===== src/design/m2u_pkg.sv =====
// Package with the SHA-1 constants and types of the MAC to UUID-E hasher.
package m2u_pkg;

  localparam int M2U_ROUNDS = 80;
  localparam int M2U_WIN_WORDS = 16;

  localparam logic [31:0] M2U_H0 = 32'h6745_2301;
  localparam logic [31:0] M2U_H1 = 32'hEFCD_AB89;
  localparam logic [31:0] M2U_H2 = 32'h98BA_DCFE;
  localparam logic [31:0] M2U_H3 = 32'h1032_5476;
  localparam logic [31:0] M2U_H4 = 32'hC3D2_E1F0;

  localparam logic [31:0] M2U_NS_W0 = 32'h5264_80F8;
  localparam logic [31:0] M2U_NS_W1 = 32'hC99B_4BE5;
  localparam logic [31:0] M2U_NS_W2 = 32'hA655_58ED;
  localparam logic [31:0] M2U_NS_W3 = 32'h5F5D_6084;

  localparam logic [15:0] M2U_PAD_HALF = 16'h8000;
  localparam logic [31:0] M2U_MSG_BITS = 32'd176;

  localparam logic [3:0] M2U_VERSION = 4'h5;
  localparam logic [1:0] M2U_VARIANT = 2'b10;

  typedef enum logic [1:0] {
    M2U_F_CH,
    M2U_F_PARITY,
    M2U_F_MAJ
  } m2u_func_e;

  typedef struct packed {
    logic [31:0] a;
    logic [31:0] b;
    logic [31:0] c;
    logic [31:0] d;
    logic [31:0] e;
    logic [M2U_WIN_WORDS-1:0][31:0] w;
  } m2u_work_t;

  function automatic m2u_func_e m2u_func(input int round);
    m2u_func_e fn;
    if (round < 20) begin
      fn = M2U_F_CH;
    end else if (round < 40) begin
      fn = M2U_F_PARITY;
    end else if (round < 60) begin
      fn = M2U_F_MAJ;
    end else begin
      fn = M2U_F_PARITY;
    end
    return fn;
  endfunction

  function automatic logic [31:0] m2u_k(input int round);
    logic [31:0] k;
    if (round < 20) begin
      k = 32'h5A82_7999;
    end else if (round < 40) begin
      k = 32'h6ED9_EBA1;
    end else if (round < 60) begin
      k = 32'h8F1B_BCDC;
    end else begin
      k = 32'hCA62_C1D6;
    end
    return k;
  endfunction

endpackage


===== src/design/m2u_round.sv =====
// One registered SHA-1 round stage with its rolling message schedule window.
module m2u_round #(
  parameter int ROUND = 0
) (
  input  logic                clk_i,
  input  logic                rst_ni,
  input  logic                en_i,
  input  logic                valid_i,
  input  m2u_pkg::m2u_work_t  work_i,
  output logic                valid_o,
  output m2u_pkg::m2u_work_t  work_o
);
  import m2u_pkg::*;

  localparam m2u_func_e FuncSel = m2u_func(ROUND);
  localparam logic [31:0] KConst = m2u_k(ROUND);

  logic               valid_q;
  m2u_work_t          work_q;
  m2u_work_t          work_d;
  logic [31:0]        f;
  logic [31:0]        w_new;

  always_comb begin
    case (FuncSel)
      M2U_F_CH:     f = (work_i.b & work_i.c) | (~work_i.b & work_i.d);
      M2U_F_PARITY: f = work_i.b ^ work_i.c ^ work_i.d;
      M2U_F_MAJ:    f = (work_i.b & work_i.c) | (work_i.b & work_i.d) |
                        (work_i.c & work_i.d);
      default:      f = work_i.b ^ work_i.c ^ work_i.d;
    endcase
  end

  assign w_new = work_i.w[13] ^ work_i.w[8] ^ work_i.w[2] ^ work_i.w[0];

  always_comb begin
    work_d.a = {work_i.a[26:0], work_i.a[31:27]} + f + work_i.e + KConst + work_i.w[0];
    work_d.b = work_i.a;
    work_d.c = {work_i.b[1:0], work_i.b[31:2]};
    work_d.d = work_i.c;
    work_d.e = work_i.d;
    work_d.w[M2U_WIN_WORDS-2:0] = work_i.w[M2U_WIN_WORDS-1:1];
    work_d.w[M2U_WIN_WORDS-1] = {w_new[30:0], w_new[31]};
  end

  always_ff @(posedge clk_i or negedge rst_ni) begin
    if (!rst_ni) begin
      valid_q <= 1'b0;
    end else if (en_i) begin
      valid_q <= valid_i;
    end
  end

  always_ff @(posedge clk_i) begin
    if (en_i) begin
      work_q <= work_d;
    end
  end

  assign valid_o = valid_q;
  assign work_o  = work_q;

endmodule


===== config.mk =====
export PLATFORM = sky130hd
export DESIGN_NAME = m2u_round
export DESIGN_NICKNAME = d
export VERILOG_FILES = /design/src/design/m2u_pkg.sv /design/src/design/m2u_round.sv
export SDC_FILE = /design/constraint.sdc
export NUM_CORES = 1
export LEC_CHECK = 0
export BUFFER_PORTS_ARGS = -buffer_cell sky130_fd_sc_hd__buf_4
export CAP_MARGIN = 15
export CORE_AREA = 2 2 531 533
export DETAILED_ROUTE_END_ITERATION = 6
export DIE_AREA = 0 0 533 535
export SLEW_MARGIN = 0
export SYNTH_ARGS = -nofsm -noshare
export SYNTH_HDL_FRONTEND = slang
export SYNTH_SLANG_ARGS = --single-unit

===== constraint.sdc =====
create_clock -name clk_i -period 0.9 [get_ports clk_i]
set_input_delay 0.18 -clock clk_i [delete_from_list [all_inputs] [get_ports clk_i]]
set_output_delay 0.18 -clock clk_i [all_outputs]
set_load 0.02 [all_outputs]

==> results.rst, run 1 <==
.. list-table::
   :header-rows: 1

   * - Metric
     - Value
   * - Quantity of I/O buffers inserted on ports
     - 1,348
   * - Minimum setup slack after placement
     - -3.10 ns
   * - Nature of the critical path startpoint
     - input port
   * - Maximum number of pins on one net before global-route repair
     - 52
   * - Clock transition at the registers of the reported paths
     - 0.06 ns
   * - Per-instance average area after synthesis
     - 19.5 um^2
   * - Number of buffers between clock root and the deepest sink
     - 4
   * - Number of library cell types mapped by synthesis
     - 48
   * - Number of core rows
     - 194
   * - Via density per instance
     - 3.00
   * - Setup repair after global routing missed its margin
     - yes
   * - Final cycle utilization of the critical path
     - 3.26
   * - Total net switching power
     - 40,400 uW
   * - Portion of the post-synthesis area used by sequential elements
     - 0.797
   * - Area share of the largest cell type after synthesis
     - 0.796
   * - Lkg Pwr
     - 0.0231 uW
   * - Crit Path Max Fanout
     - 6
   * - Number of DRC markers after the initial detailed-route iteration
     - 1,036
   * - Global-route wire length before repair
     - 273,000 um
   * - Top area cells in the synthesized netlist
     - edfxtp_1, fa_1, ha_1, xnor2_1, inv_1
   * - Number of buffers created by CTS
     - 98
   * - Worst clock skew
     - 0 ns
   * - Share of power burned in the clock network
     - 0.317
   * - Achievable Freq
     - 341 MHz
   * - Filler cell count
     - 29,700
   * - Hold-fix buffer count after cts
     - 771
   * - Starting density of the core
     - 0.0909
   * - Violated checks
     - negative hold slack, negative setup slack
   * - IR Drop Worst-Case VDD
     - 0.00138 V
   * - Slew Limit Headroom
     - 0.601
   * - Fraction of final layout cells with drive strength greater than 1
     - 0.512
   * - Number of detailed-routing iterations run before antenna repair
     - 5
   * - Overall track demand over capacity in global routing
     - 0.150
   * - ANT nets after route
     - 0
   * - Sequential share of power
     - 0.335
   * - Finish-stage setup viols
     - 804
   * - Number of maximum-capacitance violations
     - 0
   * - Clock Root Buffer
     - clkbuf_16
   * - Count of boundary I/O pins
     - 1,349
   * - Final Worst Setup Slack
     - -2.03 ns
   * - Cell-by-cell listing of the critical path
     - buf_8, inv_8, fa_1, fa_1, inv_2, ha_4, ha_4, inv_2, fa_2, nand2b_4, a21oi_4, o21ai_4, a211oi_4, a211oi_4, or3_1, and3_1
   * - HPWL Detailed
     - 190,000 um
   * - Relative contribution of combinational cells to total power
     - 0.348
   * - Critical-path cell with the highest stage delay
     - fa_1
   * - Die height
     - 535 um
   * - Antenna violations before repair
     - 107
   * - Routability Congestion
     - 0.932
   * - Required time at the endpoint of the critical path
     - 1.48 ns
   * - Number of failing hold endpoints at the final stage
     - 26
   * - Most used flip-flop cell after synthesis
     - edfxtp_1
   * - Net switching fraction of the power
     - 0.331
   * - Start-to-end type of the worst setup path
     - input port to flop
   * - Total count of max-transition violations in the final report
     - 0
   * - Fin Hold WS
     - -0.143 ns
   * - Hold/Removal Path Class
     - input port to flop
   * - Max H-tree Level
     - 3
   * - Total global routing overflow
     - 0
   * - Vias in the first global route
     - 25,000
   * - Count of flip-flops with a built-in enable after synthesis
     - 672
   * - Tmin final
     - 2.93 ns
   * - Growth of design area from synthesis to finish
     - 127%
   * - Worst-margin pin slew
     - 0.596 ns
   * - Net total in the final layout
     - 4,631
   * - Number of clock sinks seen by CTS
     - 673
   * - Number of register bits inferred by synthesis
     - 673
   * - Chip Width
     - 533 um
   * - Number of standard cells after synthesis
     - 1,302
   * - Aggregate routed wire length
     - 221,000 um
   * - Cell area after technology mapping
     - 25,300 um^2
   * - TritonCTS clock tree
     - yes
   * - Clock latency at the later pin of the worst-skew pair
     - 0.79 ns
   * - Async set or reset register ratio after synthesis
     - 0.00149
   * - Total die area
     - 285,000 um^2
   * - Critical path endpoint category
     - flop
   * - Post-detailed-route wirelength per cell
     - 28.9 um
   * - Arrival time worst endpoint
     - 3.51 ns
   * - Internal power contribution
     - 81,500 uW
   * - Vias after detailed routing
     - 23,000
   * - Cell accounting for the most synthesized area
     - edfxtp_1
   * - Status
     - complete, but fails checks
   * - Post-synth net total
     - 2,102
   * - Placeable core area
     - 279,000 um^2
   * - Ratio of total power to cell area
     - 2120 nW/um^2
   * - Number of remaining DRC errors
     - 0
   * - CP max stage delay
     - 0.51 ns
   * - Yosys Warn Count
     - 0
==> power by group through the flow <==
| stage | registers (uW) | clock network, uW | logic [uW] |
|---|---|---|---|
| CTS | 40900 | 40100 | 41900 |
| detailed placement | 40800 | 0 | 34600 |
| floorplan | 44400 | 0 | 9380 |
| finish | 40800 | 38600 | 42500 |
| global route | 41100 | 41000 | 45600 |
| global placement | 40800 | 0 | 34500 |
==> metal layers <==
metal  part of all wire  vias to the layer above  global-route usage
met1               0.35                    11300               0.153
li1                   -                     9902                   -
met2               0.45                     1441               0.237
met3               0.17                      316               0.110
met4              0.039                       14              0.0523
met5            0.00042                        -                   0
==> kinds of logic after synthesis <==
| kind of cell | synth area share |
|---|---|
| flops | 0.797 |
| mux | 0.0150 |
| compound gates | 0.0235 |
| simple gates | 0.0160 |
| buf+inv | 0.0254 |
| xor+xnor | 0.0435 |
| fa+ha+maj | 0.0793 |
==> registers in the layout, indices dropped and copies added (netlist names) <==
name and cells:
valid_o 1, work_o 672
==> area by class of cell <==
class | count | area (um^2) | share of cell area
timing repair buffer | 2434 | 23300 | 0.405
inverter | 166 | 668 | 0.0116
multi-input combinational | 458 | 5440 | 0.0947
clock inverter | 53 | 562 | 0.00978
antenna | 42 | 105 | 0.00183
tap | 3724 | 4660 | 0.0811
clock buffer | 116 | 2540 | 0.0442
sequential | 673 | 20200 | 0.352
==> timing repair <==
| action | 4_1_cts | 5_1_grt |
|---|---|---|
| pin swaps | 33 | 39 |
| gates resized for setup | 749 | 82 |
| setup endpoints to repair | 704 | 1259 |
| endpoints found under the hold margin | 825 | 27 |
| cloned | 0 | 0 |
| buffers inserted | 8 | 6 |
==> path summary, 6_finish.rpt <==
kind | from | endpoint | slack (ns) | depth (start not counted)
worst max-delay path | work_i[668] | work_o[663]$_DFFE_PP_ | -2.03 | 16
worst min-delay path | en_i | work_o[387]$_DFFE_PP_ | -0.14 | 2
worst max register to register | valid_o$_DFFE_PN0P_ | valid_o$_DFFE_PN0P_ | 0.10 | 1
worst min register to register | valid_o$_DFFE_PN0P_ | valid_o$_DFFE_PN0P_ | 0.60 | 1
max in group asynchronous | rst_ni | valid_o$_DFFE_PN0P_ | 0.49 | 3
min in group asynchronous | rst_ni | valid_o$_DFFE_PN0P_ | 0.31 | 3
==> worst max-delay path, delay by kind of cell <==
| kind | cells | cell delay [ns] |
|---|---|---|
| adders and majority gates | 5 | 1.78 |
| AOI/OAI and AO/OA | 4 | 0.68 |
| and+or+nand+nor | 3 | 0.66 |
| buffers and inverters | 4 | 0.20 |
==> cells in the final DEF (no fill, tap or decap), types with 13 or more instances in the layout <==
cell,count
buf_4,935
dlygate4sd3_1,768
buf_6,687
edfxtp_1,672
inv_1,131
clkbuf_16,98
xnor2_1,77
diode_2,42
fa_1,42
xor2_1,39
buf_12,33
ha_4,31
ha_1,29
inv_2,26
mux2_2,23
fa_2,19
clkbuf_1,16
nand2_1,15
a21oi_1,13
a21oi_2,13
a21o_1,13
==> cell usage after synthesis, types with 2 or more instances <==
cell type	instances
and3_1	4
o21ai_1	7
a21o_1	13
clkbuf_1	4
nand2_1	18
nand2b_1	7
mux2i_1	12
a21oi_1	29
nand4_1	4
ha_1	63
nand3_1	10
or3_1	2
mux2_2	23
o31ai_1	3
a31oi_1	2
o31a_1	3
fa_1	61
a21boi_1	2
o21ai_0	11
o21bai_1	6
nor3_1	11
nor2b_1	6
o21a_1	2
nor2_1	14
xor2_1	40
inv_1	166
xnor2_1	86
o211ai_1	2
edfxtp_1	672
==> stage by stage <==
stage	instance area [um^2]	total power (uW)	utilization	setup TNS, ns	std cells
2_1_floorplan	25800	53700	-	-63.30	1302
3_3_place_gp	43200	75400	0.155	-243.22	6677
3_5_place_dp	43200	75400	0.155	-249.20	6677
4_1_cts	57000	123000	0.204	-850.60	7622
5_1_grt	57400	128000	0.206	-556.78	7658
6_report	57400	122000	0.206	-501.11	7666
Note: power is estimated with default switching activity, not from simulation.
==> run 2: changes to the inputs <==
==> constraint.sdc (replaced) <==
create_clock -name clk_i -period 0.9 [get_ports clk_i]
set_input_delay 0.18 -clock clk_i [delete_from_list [all_inputs] [get_ports clk_i]]
set_output_delay 0.18 -clock clk_i [all_outputs]
set_load 0.05 [all_outputs]
==> results.rst, run 2 (same netlist as run 1, synthesis figures left out) <==
.. list-table::
   :header-rows: 1

   * - Metric
     - Value
   * - Status
     - complete, but fails checks (unchanged)
   * - Violated checks
     - negative setup slack (was negative hold slack, negative setup slack)
   * - Crit Path Max Fanout
     - 5 (was 6)
   * - Minimum setup slack after placement
     - -3.21 ns (was -3.10 ns)
   * - Total count of max-transition violations in the final report
     - 0 (unchanged)
   * - TritonCTS clock tree
     - yes (unchanged)
   * - Placeable core area
     - 279,000 um^2 (unchanged)
   * - CP max stage delay
     - 0.56 ns (was 0.51 ns)
   * - Quantity of I/O buffers inserted on ports
     - 1,348 (unchanged)
   * - WP depth
     - 15 (was 16)
   * - Clock Root Buffer
     - clkbuf_16 (unchanged)
   * - Number of detailed-routing iterations run before antenna repair
     - 5 (unchanged)
   * - Number of failing hold endpoints at the final stage
     - 0 (was 26)
   * - Overall track demand over capacity in global routing
     - 0.151 (was 0.150)
   * - Vias in the first global route
     - 24,900 (was 25,000)
   * - Achievable Freq
     - 335 MHz (was 341 MHz)
   * - HPWL Detailed
     - 192,000 um (was 190,000 um)
   * - Post-detailed-route wirelength per cell
     - 29.3 um (was 28.9 um)
   * - Maximum number of pins on one net before global-route repair
     - 64 (was 52)
   * - Worst Reg2Reg Path Length in Cells
     - 1 (unchanged)
   * - Tmin final
     - 2.98 ns (was 2.93 ns)
   * - Max H-tree Level
     - 3 (unchanged)
   * - Total die area
     - 285,000 um^2 (unchanged)
   * - Number of clock sinks seen by CTS
     - 673 (unchanged)
   * - Clock latency at the later pin of the worst-skew pair
     - 0.81 ns (was 0.79 ns)
   * - Starting density of the core
     - 0.0909 (unchanged)
   * - IR Drop Worst-Case VDD
     - 0.00147 V (was 0.00138 V)
   * - Number of maximum-capacitance violations
     - 0 (unchanged)
   * - Die height
     - 535 um (unchanged)
   * - Most frequent cells in the layout
     - buf_4, dlygate4sd3_1, buf_6 (unchanged)
   * - Number of buffers between clock root and the deepest sink
     - 4 (unchanged)
   * - Net total in the final layout
     - 4,587 (was 4,631)
   * - Largest register FFs
     - 672 (unchanged)
   * - Worst setup slack for register-to-register paths
     - 0.10 ns (about the same)
   * - Via density per instance
     - 2.98 (was 3.00)
   * - Final std cells w/o fill
     - 7,621 (was 7,666)
   * - ANT nets after route
     - 0 (unchanged)
   * - Number of core rows
     - 194 (unchanged)
   * - Antenna violations before repair
     - 105 (was 107)
   * - Number of DRC markers after the initial detailed-route iteration
     - 1,021 (was 1,036)
   * - PnR Total Power
     - 132,000 uW (was 122,000 uW)
   * - Vias after detailed routing
     - 22,700 (was 23,000)
   * - Hold-critical path depth
     - 2 (unchanged)
   * - Setup repair after global routing missed its margin
     - yes (unchanged)
   * - Count of boundary I/O pins
     - 1,349 (unchanged)
   * - Chip Width
     - 533 um (unchanged)
   * - Top cell family by delay on the critical path
     - adder cells (unchanged)
   * - Growth of design area from synthesis to finish
     - 126% (was 127%)
   * - DP Cell Count
     - 6,666 (was 6,677)
   * - Nature of the critical path startpoint
     - input port (unchanged)
   * - Routability Congestion
     - 0.970 (was 0.932)
   * - Lkg Pwr
     - 0.0230 uW (was 0.0231 uW)
   * - Global-route wire length before repair
     - 275,000 um (was 273,000 um)
   * - Area of placed instances
     - 43,100 um^2 (was 43,200 um^2)
   * - Ratio of total power to cell area
     - 2300 nW/um^2 (was 2120 nW/um^2)
   * - Critical-path cell with the highest stage delay
     - fa_2 (was fa_1)
   * - Critical path endpoint category
     - flop (unchanged)
   * - Final cycle utilization of the critical path
     - 3.31 (was 3.26)
   * - Most common cell after layout, fill and taps aside
     - buf_4 (unchanged)
   * - Total global routing overflow
     - 0 (unchanged)
   * - Required time at the endpoint of the critical path
     - 1.45 ns (was 1.48 ns)
   * - Total non-filler cell area in the finished layout
     - 57,300 um^2 (was 57,400 um^2)
   * - Start-to-end type of the worst setup path
     - input port to flop (unchanged)
   * - Hold/Removal Path Class
     - input port to flop (unchanged)
   * - Total buffers and inverters traversed by the critical path
     - 4 (unchanged)
   * - Worst-margin pin slew
     - 0.736 ns (was 0.596 ns)
   * - Aggregate routed wire length
     - 223,000 um (was 221,000 um)
   * - Number of buffers created by CTS
     - 98 (unchanged)
   * - Worst clock skew
     - 0 ns (unchanged)
   * - Fraction of final layout cells with drive strength greater than 1
     - 0.516 (was 0.512)
   * - Cell-by-cell listing of the critical path
     - buf_12, inv_8, fa_2, inv_2, fa_2, fa_1, ha_4, a21oi_2, nor2b_1, o31a_1, o31a_1, buf_6, o2111ai_4, mux2i_1, nand2_1 (was buf_8, inv_8, fa_1, fa_1, inv_2, ha_4, ha_4, inv_2, fa_2, nand2b_4, a21oi_4, o21ai_4, a211oi_4, a211oi_4, or3_1, and3_1)
   * - Number of remaining DRC errors
     - 0 (unchanged)
   * - Arrival time worst endpoint
     - 3.54 ns (was 3.51 ns)
   * - Clock transition at the registers of the reported paths
     - 0.06 ns (about the same)
   * - Finish-stage setup viols
     - 1,120 (was 804)
   * - Final Worst Setup Slack
     - -2.08 ns (was -2.03 ns)
   * - Slew Limit Headroom
     - 0.507 (was 0.601)
## run 2: cell count changes in the layout (fill, tap and decap cells not counted), moves of 5 or more
cell	delta
bufinv_16	+5
buf_4	-7
inv_1	+7
buf_8	+9
a21oi_4	+5
clkbuf_1	-6
inv_2	-7
dlygate4sd3_1	-36
clkinv_1	+6
buf_6	-9
a21oi_2	-6
## run 2: final timing paths
path | from | to
max | work_i[16] | work_o[666]$_DFFE_PP_
min | work_i[639] | work_o[605]$_DFFE_PP_
max reg2reg | valid_o$_DFFE_PN0P_ | valid_o$_DFFE_PN0P_
min reg2reg | valid_o$_DFFE_PN0P_ | valid_o$_DFFE_PN0P_
max in group asynchronous | rst_ni | valid_o$_DFFE_PN0P_
min in group asynchronous | rst_ni | valid_o$_DFFE_PN0P_
## run 2: routing by layer
layer	up-vias	part of all wire	global-route usage
met2	1309	0.44	0.235
met5	-	0.00090	0
li1	9805	-	-
met1	11200	0.37	0.162
met3	327	0.16	0.103
met4	30	0.039	0.0538
## run 2: final cells by class
cell class	instances	area, um^2
diodes	40	100
fillers	29700	222000
repair buffers	2390	22900
well taps	3724	4660
flip-flops and latches	673	20200
inverters	166	668
clock inverters	62	736
multi-input cells	458	5600
clock buffers	108	2490
## run 2: through the flow
step / TNS, ns / util / hold slack, ns
after floorplan: -63.30 / - / -0.116
after global routing: -754.10 / 0.205 / 0.0376
after global placement: -275.05 / 0.154 / -0.0409
final: -680.90 / 0.206 / 0.0788
after CTS: -761.77 / 0.204 / 0.000133
after detailed placement: -279.80 / 0.154 / -0.0395
## run 2: where the power goes
group	internal [uW]	switching, uW
Sequential	38800	2120
Combinational	21300	29700
Clock	23500	16600
## run 2: repair_timing
action                                 CTS  global route
endpoints found under the hold margin  753             0
gates resized for setup                790            71
pin swaps                               39            51
setup endpoints to repair              704          1120
setup buffers                           10            10
hold buffers                           734             0
==> run 3: changes to the inputs <==
--- a/config.mk
+++ b/config.mk
@@ -5,11 +5,11 @@
 export SDC_FILE = /design/constraint.sdc
 export NUM_CORES = 1
 export LEC_CHECK = 0
-export BUFFER_PORTS_ARGS = -buffer_cell sky130_fd_sc_hd__buf_4
 export CAP_MARGIN = 15
 export CORE_AREA = 2 2 531 533
 export DETAILED_ROUTE_END_ITERATION = 6
 export DIE_AREA = 0 0 533 535
+export DONT_BUFFER_PORTS = 1
 export SLEW_MARGIN = 0
 export SYNTH_ARGS = -nofsm -noshare
 export SYNTH_HDL_FRONTEND = slang
==> results.rst, run 3 (same netlist as run 1, synthesis figures left out) <==
.. list-table::
   :header-rows: 1

   * - Metric
     - Value
   * - Status
     - complete, but fails checks (unchanged)
   * - Violated checks
     - negative hold slack, max-slew violations, negative setup slack (was negative setup slack)
   * - Worst-margin pin slew
     - 2.02 ns (was 0.736 ns)
   * - Critical-path cell with the highest stage delay
     - fa_2 (unchanged)
   * - Antenna violations before repair
     - 105 (unchanged)
   * - Clock transition at the registers of the reported paths
     - 0.06 ns (about the same)
   * - Number of buffers between clock root and the deepest sink
     - 4 (unchanged)
   * - Total die area
     - 285,000 um^2 (unchanged)
   * - Filler cell count
     - 29,100 (was 29,700)
   * - Arrival time worst endpoint
     - 3.42 ns (was 3.54 ns)
   * - Vias after detailed routing
     - 21,400 (was 22,700)
   * - ANT nets after route
     - 0 (unchanged)
   * - Largest register FFs
     - 672 (unchanged)
   * - Number of remaining DRC errors
     - 0 (unchanged)
   * - Multi-input combinational cell area
     - 5450 um^2 (was 5600 um^2)
   * - Chip Width
     - 533 um (unchanged)
   * - Aggregate routed wire length
     - 231,000 um (was 223,000 um)
   * - Via density per instance
     - 3.01 (was 2.98)
   * - Area of placed instances
     - 44,400 um^2 (was 43,100 um^2)
   * - Global-route wire length before repair
     - 281,000 um (was 275,000 um)
   * - Required time at the endpoint of the critical path
     - 1.50 ns (was 1.45 ns)
   * - Timing startpoint of the critical path
     - work_i[16] (unchanged)
   * - Routability Congestion
     - 1.07 (was 0.970)
   * - Ratio of total power to cell area
     - 2310 nW/um^2 (was 2300 nW/um^2)
   * - Hold/Removal Path Class
     - input port to flop (unchanged)
   * - Number of DRC markers after the initial detailed-route iteration
     - 1,273 (was 1,021)
   * - Final Worst Setup Slack
     - -1.93 ns (was -2.08 ns)
   * - Finish-stage setup viols
     - 816 (was 1,120)
   * - Final Util
     - 0.213 (was 0.206)
   * - Clock latency at the later pin of the worst-skew pair
     - 0.81 ns (about the same)
   * - Count of boundary I/O pins
     - 1,349 (unchanged)
   * - Growth of design area from synthesis to finish
     - 134% (was 126%)
   * - Net total in the final layout
     - 4,019 (was 4,587)
   * - TritonCTS clock tree
     - yes (unchanged)
   * - Storage element area
     - 20,200 um^2 (unchanged)
   * - Cell-by-cell listing of the critical path
     - inv_8, fa_2, inv_2, fa_2, fa_1, ha_4, a21oi_2, nor2b_1, o31a_1, o31a_1, a221o_1, a21oi_2, xnor2_1 (was buf_12, inv_8, fa_2, inv_2, fa_2, fa_1, ha_4, a21oi_2, nor2b_1, o31a_1, o31a_1, buf_6, o2111ai_4, mux2i_1, nand2_1)
   * - PnR Total Power
     - 137,000 uW (was 132,000 uW)
   * - Starting density of the core
     - 0.0909 (unchanged)
   * - Lkg Pwr
     - 0.0222 uW (was 0.0230 uW)
   * - Placeable core area
     - 279,000 um^2 (unchanged)
   * - Nature of the critical path startpoint
     - input port (unchanged)
   * - Number of buffers created by CTS
     - 105 (was 98)
   * - IR Drop Worst-Case VDD
     - 0.00168 V (was 0.00147 V)
   * - Vias in the first global route
     - 23,000 (was 24,900)
   * - Most frequent cells in the layout
     - dlygate4sd3_1, buf_12, edfxtp_1 (was buf_4, dlygate4sd3_1, buf_6)
   * - Maximum number of pins on one net before global-route repair
     - 674 (was 64)
   * - Max H-tree Level
     - 3 (unchanged)
   * - Total buffers and inverters traversed by the critical path
     - 2 (was 4)
   * - Die height
     - 535 um (unchanged)
   * - Achievable Freq
     - 354 MHz (was 335 MHz)
   * - Total non-filler cell area in the finished layout
     - 59,300 um^2 (was 57,300 um^2)
   * - Worst reg2reg startpoint
     - valid_o$_DFFE_PN0P_ (unchanged)
   * - Number of detailed-routing iterations run before antenna repair
     - 5 (unchanged)
   * - Fraction of final layout cells with drive strength greater than 1
     - 0.341 (was 0.516)
   * - Minimum setup slack after placement
     - -2.97 ns (was -3.21 ns)
   * - Number of clock sinks seen by CTS
     - 673 (unchanged)
   * - Critical path endpoint category
     - flop (unchanged)
   * - Worst clock skew
     - 0 ns (unchanged)
   * - Number of maximum-capacitance violations
     - 0 (unchanged)
   * - Clock Root Buffer
     - clkbuf_16 (unchanged)
   * - HPWL Detailed
     - 186,000 um (was 192,000 um)
   * - Post-detailed-route wirelength per cell
     - 32.6 um (was 29.3 um)
   * - Worst setup slack for register-to-register paths
     - 0.12 ns (was 0.10 ns)
   * - Slew Limit Headroom
     - -0.349 (was 0.507)
   * - Number of core rows
     - 194 (unchanged)
   * - Start-to-end type of the worst setup path
     - input port to flop (unchanged)
   * - Crit Path Max Fanout
     - 5 (unchanged)
   * - Tmin final
     - 2.83 ns (was 2.98 ns)
   * - Quantity of I/O buffers inserted on ports
     - 0 (was 1,348)
   * - Hold Startpoint
     - en_i (was work_i[639])
   * - Fin Hold WS
     - -0.390 ns (was 0.0788 ns)
   * - Total count of max-transition violations in the final report
     - 141 (was 0)
   * - Total global routing overflow
     - 0 (unchanged)
   * - Top cell family by delay on the critical path
     - adder cells (unchanged)
   * - Overall track demand over capacity in global routing
     - 0.156 (was 0.151)
   * - Setup repair after global routing missed its margin
     - yes (unchanged)
   * - CP max stage delay
     - 0.55 ns (was 0.56 ns)
   * - Number of failing hold endpoints at the final stage
     - 223 (was 0)
   * - Most common cell after layout, fill and taps aside
     - dlygate4sd3_1 (was buf_4)
   * - Final cycle utilization of the critical path
     - 3.14 (was 3.31)
run 3: cell count changes in the layout (fill, tap and decap cells not counted), sizes merged:
cell and change:
dlygate4sd3 +313, diode +18, clkinv +13, inv +10, bufinv -3, clkbuf +3, buf -888, clkinvlp -4
run 3: final timing paths:
path,to,cells past startpoint
min in group asynchronous,valid_o$_DFFE_PN0P_,2
worst max register to register,valid_o$_DFFE_PN0P_,1
worst min-delay path,work_o[523]$_DFFE_PP_,0
worst min register to register,valid_o$_DFFE_PN0P_,1
max in group asynchronous,valid_o$_DFFE_PN0P_,2
worst max-delay path,work_o[664]$_DFFE_PP_,13
run 3: per-stage QoR:
| step | TNS, ns | hold slack, ns | std cells |
|---|---|---|---|
| after floorplan | -63.30 | -0.116 | 1302 |
| after CTS | -595.51 | -0.540 | 7014 |
| after global routing | -577.46 | -0.464 | 7067 |
| after detailed placement | -93.80 | -0.115 | 5771 |
| after global placement | -117.06 | -0.115 | 5771 |
| final | -547.21 | -0.390 | 7083 |
run 3: cell type report:
class / count / area share
antenna: 58 / 0.00245
clock buffer: 111 / 0.0447
inverter: 166 / 0.0114
clock inverter: 78 / 0.0136
timing repair buffer: 1815 / 0.416
tap: 3724 / 0.0786
sequential: 673 / 0.341
multi-input combinational: 458 / 0.0919
run 3: where the power goes:
| part | internal (uW) | switching [uW] |
|---|---|---|
| Combinational | 24000 | 28500 |
| Sequential | 38900 | 2850 |
| Clock | 24300 | 18100 |
| Total | 87200 | 49500 |
run 3: layer usage:
metal	wire, um	track usage
met5	29	0
met4	9650	0.0569
met3	33200	0.0961
met2	102000	0.244
met1	86100	0.172
run 3: timing repair:
action / in CTS / in global routing
pin swaps: 32 / 36
hold buffers: 1045 / 3
gates cloned: 0 / 0
endpoints found under the hold margin: 1316 / 523
setup buffers: 11 / 13
resized for setup: 72 / 61
setup endpoints to repair: 704 / 707
